**src/alhd_pkg.sv**
```systemverilog
// Shared types and constants for the ambient light headlight dimmer.
`timescale 1ns / 1ps

package alhd_pkg;

  // Duty and hold band constants.
  localparam logic [9:0]  DUTY_MAX   = 10'd999;
  localparam logic [9:0]  FAULT_DUTY = 10'd500;
  localparam logic [9:0]  RAMP_STEP  = 10'd10;
  localparam logic [15:0] HOLD_BAND  = 16'd20;

  // Lux conversion: lux = raw * LUX_MUL / LUX_DIV.
  localparam logic [3:0]  LUX_MUL = 4'd10;
  localparam logic [15:0] LUX_DIV = 16'd12;

  // Bit-serial divider sizing: the dividend holds up to 16 by 10 bits.
  localparam int DIV_W = 26;
  localparam int CNT_W = 5;

  // Beat layouts.
  localparam int IN_DATA_W  = 56;
  localparam int OUT_DATA_W = 88;

  // Light modes as reported on the output.
  typedef enum logic [1:0] {
    MODE_NIGHT  = 2'd0,
    MODE_CLOUDY = 2'd1,
    MODE_DAY    = 2'd2,
    MODE_FAULT  = 2'd3
  } mode_t;

  // Configuration register indexes.
  typedef enum logic [2:0] {
    REG_NIGHT_IN_LUX   = 3'd0,
    REG_NIGHT_OUT_LUX  = 3'd1,
    REG_DAY_ENTER_LUX  = 3'd2,
    REG_DAY_EXIT_LUX   = 3'd3,
    REG_NIGHT_ENTER_MS = 3'd4,
    REG_NIGHT_EXIT_MS  = 3'd5,
    REG_DAY_ENTER_MS   = 3'd6,
    REG_DAY_EXIT_MS    = 3'd7
  } cfg_idx_t;

  // Item sequencer states.
  typedef enum logic [2:0] {
    ST_IDLE     = 3'd0,
    ST_DIV      = 3'd1,
    ST_SAMP_UPD = 3'd2,
    ST_CTRL_PRE = 3'd3,
    ST_GOAL     = 3'd4,
    ST_RAMP     = 3'd5,
    ST_OUT      = 3'd6
  } state_t;

endpackage

```
**src/ambient_light_headlight_dimmer_core.sv**
```systemverilog
// Top level of the ambient light headlight dimmer: filter, mode machine and duty ramp.
`timescale 1ns / 1ps

// Each input beat yields exactly one output beat. A sample beat with a
// good reading runs the lux conversion through a shared restoring divider
// that resolves one quotient bit per cycle over 26 steps. A control beat in
// cloudy mode whose lux lies strictly between the ramp thresholds uses the
// same divider for the interpolation, then sets the goal and takes a ramp
// step. A cloudy control beat at or beyond a ramp threshold takes only the
// ramp step, a control beat in night, daylight or fault mode skips it, and
// a failed read goes straight to the result stage. The result stage also
// waits for as long as the output register still holds a beat that was
// not taken. One beat is worked on at a time; the input is ready again in
// the cycle after the result is registered, while that result may still
// wait in the output register. Configuration writes are taken in any cycle
// and are meant to be issued while idle.
module ambient_light_headlight_dimmer_core
  import alhd_pkg::*;
(
  input  logic                  clk,
  input  logic                  rst,
  // Input channel.
  input  logic                  s_tvalid,
  output logic                  s_tready,
  // s_tdata: raw_count[15:0], read_failed[16], now_ms[48:17], zero fill
  input  logic [IN_DATA_W-1:0]  s_tdata,
  // s_tuser: op[0]
  input  logic                  s_tuser,
  // Output channel.
  output logic                  m_tvalid,
  input  logic                  m_tready,
  // m_tdata: duty[9:0], target_duty[19:10], light_mode[21:20],
  // filt_lux[37:22], hold_lux[53:38], fault_total[85:54], zero fill
  output logic [OUT_DATA_W-1:0] m_tdata,
  // Configuration write channel.
  input  logic                  cfg_valid,
  output logic                  cfg_ready,
  input  logic [2:0]            cfg_index,
  input  logic [15:0]           cfg_data
);

  // Input field views.
  logic [15:0] raw_count;
  logic        read_failed;
  logic [31:0] now_ms;
  assign raw_count   = s_tdata[15:0];
  assign read_failed = s_tdata[16];
  assign now_ms      = s_tdata[48:17];

  // Configuration registers.
  logic [15:0] night_in_lux, night_out_lux, day_enter_lux, day_exit_lux;
  logic [15:0] night_enter_ms, night_exit_ms, day_enter_ms, day_exit_ms;

  // Block state.
  logic [15:0] filter_value;
  logic        filter_seeded;
  logic        fault_flag;
  logic [31:0] fault_counter;
  logic [15:0] held_lux;
  logic        held_first;
  mode_t       mode_now;
  mode_t       mode_pending;
  logic        change_pending;
  logic [31:0] change_start_ms;
  logic [9:0]  duty_now;
  logic [9:0]  duty_goal;

  // Sequencer and divider.
  state_t             state, state_next;
  logic               is_ctrl;
  logic [DIV_W-1:0]   dvd;
  logic [15:0]        rem;
  logic [15:0]        dvs;
  logic [CNT_W-1:0]   cnt;

  logic               in_beat;
  logic               out_free;

  assign in_beat   = s_tvalid && s_tready;
  assign s_tready  = (state == ST_IDLE);
  assign out_free  = !m_tvalid || m_tready;
  assign cfg_ready = 1'b1;

  // Configuration writes.
  always_ff @(posedge clk) begin
    if (rst) begin
      night_in_lux    <= 16'd500;
      night_out_lux   <= 16'd600;
      day_enter_lux   <= 16'd2000;
      day_exit_lux    <= 16'd1800;
      night_enter_ms  <= 16'd500;
      night_exit_ms   <= 16'd300;
      day_enter_ms    <= 16'd2000;
      day_exit_ms     <= 16'd300;
    end else if (cfg_valid && cfg_ready) begin
      unique case (cfg_idx_t'(cfg_index))
        REG_NIGHT_IN_LUX:   night_in_lux    <= cfg_data;
        REG_NIGHT_OUT_LUX:  night_out_lux   <= cfg_data;
        REG_DAY_ENTER_LUX:  day_enter_lux   <= cfg_data;
        REG_DAY_EXIT_LUX:   day_exit_lux    <= cfg_data;
        REG_NIGHT_ENTER_MS: night_enter_ms  <= cfg_data;
        REG_NIGHT_EXIT_MS:  night_exit_ms   <= cfg_data;
        REG_DAY_ENTER_MS:   day_enter_ms    <= cfg_data;
        REG_DAY_EXIT_MS:    day_exit_ms     <= cfg_data;
      endcase
    end
  end

  // Hold band and mode machine for a control beat, evaluated at acceptance.
  logic [15:0] lux_diff;
  logic [15:0] held_lux_next;
  mode_t       mode_now_next;
  mode_t       mode_pending_next;
  logic        change_pending_next;
  logic [31:0] change_start_ms_next;
  mode_t       want;
  logic [15:0] qual;
  logic [31:0] elapsed;

  always_comb begin
    lux_diff = (filter_value > held_lux) ? (filter_value - held_lux)
                                         : (held_lux - filter_value);
    held_lux_next = (held_first || lux_diff >= HOLD_BAND) ? filter_value : held_lux;

    mode_now_next        = mode_now;
    mode_pending_next    = mode_pending;
    change_pending_next  = change_pending;
    change_start_ms_next = change_start_ms;
    want                 = mode_now;
    qual                 = 16'd0;
    elapsed              = 32'd0;

    if (fault_flag) begin
      mode_now_next = MODE_FAULT;
    end else if (mode_now == MODE_FAULT) begin
      // Recovery from a fault goes to cloudy and drops any pending move.
      mode_now_next       = MODE_CLOUDY;
      change_pending_next = 1'b0;
    end else begin
      unique case (mode_now)
        MODE_NIGHT: begin
          if (held_lux_next > night_out_lux) begin
            want = MODE_CLOUDY;
            qual = night_exit_ms;
          end
        end
        MODE_CLOUDY: begin
          if (held_lux_next < night_in_lux) begin
            want = MODE_NIGHT;
            qual = night_enter_ms;
          end else if (held_lux_next > day_enter_lux) begin
            want = MODE_DAY;
            qual = day_enter_ms;
          end
        end
        MODE_DAY: begin
          if (held_lux_next < day_exit_lux) begin
            want = MODE_CLOUDY;
            qual = day_exit_ms;
          end
        end
        default: begin
          want = mode_now;
        end
      endcase

      if (want != mode_now) begin
        if (!change_pending || mode_pending != want) begin
          mode_pending_next    = want;
          change_start_ms_next = now_ms;
        end
        change_pending_next = 1'b1;
        elapsed = now_ms - change_start_ms_next;
        if (elapsed >= {16'd0, qual}) begin
          mode_now_next       = mode_pending_next;
          change_pending_next = 1'b0;
        end
      end else begin
        change_pending_next = 1'b0;
      end
    end
  end

  // Divider step: one quotient bit per cycle.
  logic [16:0] trial;
  logic        qbit;
  always_comb begin
    trial = {rem, dvd[DIV_W-1]};
    qbit  = (trial >= {1'b0, dvs});
  end

  // Filter update from the converted lux held in the quotient.
  logic [15:0] lux_new;
  logic [17:0] filt_sum;
  assign lux_new  = dvd[15:0];
  assign filt_sum = {1'b0, filter_value, 1'b0} + {2'b00, filter_value} + {2'b00, lux_new};

  // Cloudy ramp step toward the goal.
  logic [9:0] duty_ramp;
  always_comb begin
    duty_ramp = duty_now;
    if (duty_now < duty_goal) begin
      duty_ramp = ((duty_goal - duty_now) <= RAMP_STEP) ? duty_goal : (duty_now + RAMP_STEP);
    end else if (duty_now > duty_goal) begin
      duty_ramp = ((duty_now - duty_goal) <= RAMP_STEP) ? duty_goal : (duty_now - RAMP_STEP);
    end
  end

  // Interpolation product for cloudy mode.
  logic [DIV_W-1:0] interp_num;
  assign interp_num = DIV_W'(day_enter_lux - held_lux) * DIV_W'(DUTY_MAX);

  // State register.
  always_ff @(posedge clk) begin
    if (rst) begin
      state <= ST_IDLE;
    end else begin
      state <= state_next;
    end
  end

  // Next state.
  always_comb begin
    state_next = state;
    unique case (state)
      ST_IDLE: begin
        if (in_beat) begin
          if (s_tuser) begin
            state_next = ST_CTRL_PRE;
          end else if (read_failed) begin
            state_next = ST_OUT;
          end else begin
            state_next = ST_DIV;
          end
        end
      end
      ST_DIV: begin
        if (cnt == CNT_W'(DIV_W - 1)) begin
          state_next = is_ctrl ? ST_GOAL : ST_SAMP_UPD;
        end
      end
      ST_SAMP_UPD: state_next = ST_OUT;
      ST_CTRL_PRE: begin
        if (mode_now != MODE_CLOUDY) begin
          state_next = ST_OUT;
        end else if (held_lux <= night_out_lux || held_lux >= day_enter_lux) begin
          state_next = ST_RAMP;
        end else begin
          state_next = ST_DIV;
        end
      end
      ST_GOAL: state_next = ST_RAMP;
      ST_RAMP: state_next = ST_OUT;
      ST_OUT: begin
        if (out_free) begin
          state_next = ST_IDLE;
        end
      end
      default: state_next = ST_IDLE;
    endcase
  end

  // Control state updates.
  always_ff @(posedge clk) begin
    if (rst) begin
      filter_value    <= 16'd0;
      filter_seeded   <= 1'b0;
      fault_flag      <= 1'b0;
      fault_counter   <= 32'd0;
      held_lux        <= 16'd0;
      held_first      <= 1'b1;
      mode_now        <= MODE_CLOUDY;
      mode_pending    <= MODE_CLOUDY;
      change_pending  <= 1'b0;
      change_start_ms <= 32'd0;
      duty_now        <= 10'd0;
      duty_goal       <= 10'd0;
      is_ctrl         <= 1'b0;
      cnt             <= '0;
      m_tvalid        <= 1'b0;
    end else begin
      // A taken beat leaves the output register unless a new one lands now.
      if (m_tvalid && m_tready && !(state == ST_OUT && out_free)) begin
        m_tvalid <= 1'b0;
      end
      unique case (state)
        ST_IDLE: begin
          if (in_beat) begin
            cnt     <= '0;
            is_ctrl <= s_tuser;
            if (s_tuser) begin
              held_lux        <= held_lux_next;
              held_first      <= 1'b0;
              mode_now        <= mode_now_next;
              mode_pending    <= mode_pending_next;
              change_pending  <= change_pending_next;
              change_start_ms <= change_start_ms_next;
            end else if (read_failed) begin
              fault_flag    <= 1'b1;
              fault_counter <= fault_counter + 32'd1;
            end
          end
        end
        ST_DIV: begin
          cnt <= cnt + CNT_W'(1);
        end
        ST_SAMP_UPD: begin
          fault_flag    <= 1'b0;
          filter_seeded <= 1'b1;
          filter_value  <= filter_seeded ? filt_sum[17:2] : lux_new;
        end
        ST_CTRL_PRE: begin
          cnt <= '0;
          unique case (mode_now)
            MODE_NIGHT: begin
              duty_goal <= DUTY_MAX;
              duty_now  <= DUTY_MAX;
            end
            MODE_DAY: begin
              duty_goal <= 10'd0;
              duty_now  <= 10'd0;
            end
            MODE_FAULT: begin
              duty_goal <= FAULT_DUTY;
              duty_now  <= FAULT_DUTY;
            end
            MODE_CLOUDY: begin
              if (held_lux <= night_out_lux) begin
                duty_goal <= DUTY_MAX;
              end else if (held_lux >= day_enter_lux) begin
                duty_goal <= 10'd0;
              end
            end
          endcase
        end
        ST_GOAL: begin
          duty_goal <= dvd[9:0];
        end
        ST_RAMP: begin
          duty_now <= duty_ramp;
        end
        ST_OUT: begin
          if (out_free) begin
            m_tvalid <= 1'b1;
          end
        end
        default: begin
          cnt <= '0;
        end
      endcase
    end
  end

  // Divider datapath and output register; payload needs no reset.
  always_ff @(posedge clk) begin
    if (state == ST_IDLE && in_beat && !s_tuser) begin
      dvd <= DIV_W'(raw_count) * DIV_W'(LUX_MUL);
      dvs <= LUX_DIV;
      rem <= 16'd0;
    end else if (state == ST_CTRL_PRE) begin
      dvd <= interp_num;
      dvs <= day_enter_lux - night_out_lux;
      rem <= 16'd0;
    end else if (state == ST_DIV) begin
      rem <= qbit ? 16'(trial - {1'b0, dvs}) : trial[15:0];
      dvd <= {dvd[DIV_W-2:0], qbit};
    end

    if (state == ST_OUT && out_free) begin
      m_tdata <= {2'b00, fault_counter, held_lux, filter_value, mode_now,
                  duty_goal, duty_now};
    end
  end

endmodule

```
**config.mk**
```make
export PLATFORM = sky130hd
export DESIGN_NAME = ambient_light_headlight_dimmer_core
export DESIGN_NICKNAME = d
export VERILOG_FILES = /design/src/alhd_pkg.sv /design/src/ambient_light_headlight_dimmer_core.sv
export SDC_FILE = /design/constraint.sdc
export NUM_CORES = 2
export LEC_CHECK = 0
export BUFFER_PORTS_ARGS = -buffer_cell sky130_fd_sc_hd__buf_2
export CAP_MARGIN = 5
export CORE_MARGIN = 5
export CORE_UTILIZATION = 49
export DETAILED_ROUTE_END_ITERATION = 8
export GPL_TIMING_DRIVEN = 0
export PLACE_DENSITY = 0.66
export SLEW_MARGIN = 20
export SYNTH_ARGS = -nofsm -noshare
export SYNTH_HDL_FRONTEND = slang
export SYNTH_SLANG_ARGS = --single-unit
```
**constraint.sdc**
```tcl
create_clock -name clk -period 18.1 [get_ports clk]
set_input_delay 3.62 -clock clk [delete_from_list [all_inputs] [get_ports clk]]
set_output_delay 3.62 -clock clk [all_outputs]
set_load 0.02 [all_outputs]
```
Word-level counts from Yosys, hierarchy flattened
Cells that the tools add are included.

storage, ports and cells
  bits in registers = 406
  bits of input ports = 81
  output and inout port bits = 91
  logic and storage cells = 198

operators by class
  $add $sub $neg = 14
  multipliers = 2
  magnitude comparators = 14
  equality and inequality tests = 28
  mux-type cells = 61
  bitwise operators = 4
  reductions and logical operators = 46

operator list
  kind                      count
  $mux W16                  10
  $mux W32                  4
  $sub A16 B16 Y16          4
  $mux W10                  6
  $mux W26                  2
  $gt A16 B16 Y1            3
  $pmux W16 S3              1
  $pmux W10 S2              2
  $pmux W10 S4              1
  $add A32 B1 Y32 const B   1
  $ge A32 B16 Y1            1
  $lt A16 B16 Y1            2
  $sub A32 B32 Y32          1
  $pmux W10 S3              1
  $mul A17 B11 Y26 const B  1
  $mux W3                   8
  $mux W2                   11
  $reduce_and A2 Y1         11
  $eq A3 B3 Y1 const B      7
  $le A10 B4 Y1 const B     2
  $mux W20                  1
  $sub A10 B10 Y10          2
  $mul A16 B3 Y19 const B   1
  $add A17 B16 Y18          1
  other kinds (42)          85

Depth between registers and ports, before layout
  depth in word-level cells = 23
  mapped depth = 60
  gate-level depth less buffers = 58

Worst setup path before layout
No wires, ideal clock.

  kind = register to register
  start point = reg filter_value[0]
  end point = reg mode_now[1]
  library setup time = 117 ps
  data arrival time = 12917 ps
  required time = 17983 ps
  slack = 5066 ps
  stages on the path, launching flop included = 58
  buffers on the path = 3
  clock period less this slack = 13034 ps
  cells stage by stage = dfxtp_1 inv_1 ha_1 inv_1 fa_1 a21o_1 a221oi_2 xnor2_1 or4b_1 nor3_2 o2111ai_1 a211oi_2 nand3_2 clkbuf_1 o21ai_0 ha_1 nor2b_1 o21a_1 [22 not listed] a221oi_1 nor3_1 mux2_4 nor2_1 xnor2_1 ha_1 o21ai_0 a21oi_1 o31ai_1 and3_1 o2111ai_1 a311o_1 a211oi_1 o21ai_0 or4_1 or4_4 or3_1 a32o_1

on the way
  word-level cells in the longest chain between the ends = 21
  elaborated cells between the ends (all ways) = 42
  those cells by class = add/sub (3); order compare (7); eq/ne (2); mux (25); reduce/logical (5)

RTL lines
  item                                            line                                        RTL
  from (decl)                                     ambient_light_headlight_dimmer_core.sv:55   logic [15:0] filter_value;
  from (signal assigned)                          ambient_light_headlight_dimmer_core.sv:310  filter_value <= filter_seeded ? filt_sum[17:2] : lux_new;
  $sub A16 B16 Y16, or another cell as far along  ambient_light_headlight_dimmer_core.sv:122  : (held_lux - filter_value);
  $mux W16 (*)                                    ambient_light_headlight_dimmer_core.sv:121  lux_diff = (filter_value > held_lux) ? (filter_value - held_lux)
  $ge A16 B5 Y1 (*)                               ambient_light_headlight_dimmer_core.sv:123  held_lux_next = (held_first || lux_diff >= HOLD_BAND) ? filter_value : held_lux;
  $logic_or A1 B1 Y1 (*)                          ambient_light_headlight_dimmer_core.sv:123
  $mux W16 (*)                                    ambient_light_headlight_dimmer_core.sv:123
  via held_lux_next[1]                            ambient_light_headlight_dimmer_core.sv:111  logic [15:0] held_lux_next;
  $gt A16 B16 Y1                                  ambient_light_headlight_dimmer_core.sv:151  end else if (held_lux_next > day_enter_lux) begin
  $mux W2                                         ambient_light_headlight_dimmer_core.sv:151
  [6 not listed]                                  --
  $mux W32                                        ambient_light_headlight_dimmer_core.sv:168  if (!change_pending || mode_pending != want) begin
  $mux W32                                        ambient_light_headlight_dimmer_core.sv:167  if (want != mode_now) begin
  $mux W32                                        ambient_light_headlight_dimmer_core.sv:135  end else if (mode_now == MODE_FAULT) begin
  $mux W32                                        ambient_light_headlight_dimmer_core.sv:133  if (fault_flag) begin
  $sub A32 B32 Y32                                ambient_light_headlight_dimmer_core.sv:173  elapsed = now_ms - change_start_ms_next;
  $ge A32 B16 Y1                                  ambient_light_headlight_dimmer_core.sv:174  if (elapsed >= {16'd0, qual}) begin
  $reduce_bool A3 Y1 (no source line)             --
  $reduce_and A5 Y1 (no source line)              --
  to (signal assigned)                            ambient_light_headlight_dimmer_core.sv:294  mode_now <= mode_now_next;
  to (decl)                                       ambient_light_headlight_dimmer_core.sv:61   mode_t mode_now;

The timed path passes the listed nets; every way through them passes the cells marked *. The select of a mux whose other input is x is not followed.
A chain may end at the register's enable or synchronous reset.

Worst setup path in the final report
Same ends and word-level chain as after synthesis.

==> flow_summary.yaml <==
outcome:
  status: "finished, final reports clean"
global_route:
  grt_pass1_vias: 24340
  antenna_found_initial: 0
  grt_first_pass_wirelength_um: 137100
  gr-total-overflow: 0
  grt_usage_pct: 25.46
  grt_start_max_net_pins: 31
cts:
  cts_hold_buffers: 0
  insertion_delay_ns: 0.61
  cts_resized: 0
  cts_setup_buffers: 0
  cts_sinks: 406
  clk_pin_slew_worst_paths_ns: 0.06
  h-tree-depth: 2
  numCtsBuffers: 47
  cts_root_buf: "clkbuf_16"
  clockBufferDepth: 3
  cts_tree: "built"
hold_path:
  worstHoldStart: "mode_now[1]"
  hold_path_depth: 0
  min_to: "m_tdata[21]"
  min_path_type: "reg -> reg"
logic_synthesis:
  syn_area_per_cell_um2: 8.536
  syn-cell-area_um2: 30460
  yosys.cell_count.top_type: "nand2_1"
  ys.flop_type: "dfxtp_1"
  syn_inst: 3568
  synth_top_area_share_pct: 19.78
  yosys_warnings: 0
  synth_largest_area_cell: "dfxtp_1"
  synth_seq_area_share_pct: 30.14
  synthArstFlopShare_pct: 0
  ys_seq_elements: 406
  synth_cell_type_count: 100
  synth-edff-count: 105
  ys_top_cells_by_count: "nand2_1, inv_1, ha_1, nor2_1, dfxtp_1"
  synth_area_leaders: "dfxtp_1, ha_1, edfxtp_1"
timing:
  setup_violations: 0
  hold_ws_ns: 0.4431
  maxSlewViolCount: 0
  slew_headroom_pct: 17.02
  fmax_ghz: 0.06113
  finClkSkew_ns: 0.04029
  setup_tns_ns: 0
  rsz0062_at_grt: "false"
  min_period_ns: 16.36
  setup_ws_ns: 1.742
  period_share_pct: 90.37
  worstMarginPinSlew_ns: 1.232
  hold_viol: 0
layout:
  drive_gt1_share_pct: 7.680
  area_growth_pct: 11.26
  stdcell_count: 4639
  diodes: 0
  finalNetCount: 4297
critical_path:
  crit_buf_inv: 5
  regToRegEndpoint: "mode_now[1]"
  cp_slowest_cell: "o21ai_0"
  rr_startpoint: "filter_value[0]"
  end_kind: "flop"
  critical-path-max-stage-delay_ns: 0.91
  crit_type: "reg -> reg"
  regToRegSetupSlack_ns: 1.74
  cpLargestDelayFamily: "compound AO/OA/AOI/OAI gates"
  critPathLaunchType: "flop"
  worstPathArrival_ns: 16.82
  r2r_cells: 56
  cp.required_ns: 18.56
  cp_max_fo: 10
  cp_common_cell: "a21oi_1"
placement:
  io_buffers: 141
  dpl_worst_slack_ns: 1.992
  gp_congestion: 0.9395
  hpwl_um: 69700
  place_inst: 4551
drt:
  postRouteWirelength_um: 88240
  vias_per_cell: 5.633
  drt_iter0_markers: 2169
  dr.pass1.iters: 5
  route.vias.total: 26130
  antenna_left: 0
  post-route-drc-count: 0
  post_drt_wl_per_cell_um: 19.02
die:
  fp-row-count: 91
  ioPinCount: 172
  fp.coreArea_um2: 61600
  start_util_pct: 49.44
  die_h_um: 259.3
  die-area_um2: 67240
  die_w_um: 259.3
run:
  max_cap_viol_count: 0
==> cell type report <==
class	count	area, um2
clock inverters	28	262.8
multi-input cells	2661	19360
well taps	837	1047
plain buffers	157	636.9
inverters	346	1299
repair buffers	144	765.7
flip-flops and latches	406	9179
clock buffers	60	1338
fillers	5707	27710
==> cell usage in the layout, fill, tap and decap left out, types with 87 or more instances in the layout <==
| cell | synthesis | final |
|---|---|---|
| nand2_1 | 402 | 402 |
| fa_1 | 120 | 120 |
| o21ai_0 | 201 | 195 |
| buf_2 | 10 | 151 |
| edfxtp_1 | 105 | 105 |
| inv_1 | 345 | 345 |
| a21o_1 | 87 | 87 |
| ha_1 | 333 | 333 |
| a21oi_1 | 283 | 283 |
| nor2_1 | 305 | 305 |
| clkbuf_1 | 122 | 126 |
| dfxtp_1 | 301 | 301 |
==> flip-flops by register name, summed over array words and instances (netlist names), 26 cells and up <==
register,flops
m_tdata,86
dvd,26
fault_counter,32
change_start_ms,32
==> per-layer routing <==
| metal | GRT usage [%] | up-vias | wire (um) |
|---|---|---|---|
| li1 | - | 12860 | - |
| met1 | 35.79 | 12240 | 39250 |
| met2 | 40.20 | 861 | 39340 |
| met3 | 3.881 | 169 | 6247 |
| met4 | 8.851 | 0 | 3403 |
| met5 | 0 | - | 0 |
==> metrics by stage <==
step,utilization [%],instance area (um2)
floorplan,-,30460
global placement,52.30,32220
detailed placement,52.41,32280
CTS,55.01,33890
global route,55.01,33890
finish,55.01,33890
==> worst max-delay path by stage <==
stage	end	cells past startpoint	start
global placement	mode_now[1]	56	filter_value[0]
CTS	mode_now[1]	56	filter_value[0]
finish	mode_now[1]	56	filter_value[0]
detailed placement	mode_now[1]	56	filter_value[0]
global route	mode_now[1]	56	filter_value[0]
floorplan	mode_now[1]	57	filter_value[0]
==> cell families (layout without fill, tap and decap cells) <==
group                    after synthesis  after routing  share of synthesized area, %
XOR/XNOR                             146            146                         4.223
AND/OR/NAND/NOR                     1059           1059                         15.89
other                                  2              4                       0.02466
multiplexers                          72             72                         2.420
buffers and inverters                503            735                         6.355
flip-flops                           406            406                         30.14
AO/OA/AOI/OAI                        925            925                         19.32
adder cells (fa/ha/maj)              455            455                         21.63
Power is left out: the tool's default activity adds up to more than one toggle a clock period on the data nets, which glitch-free logic cannot reach.
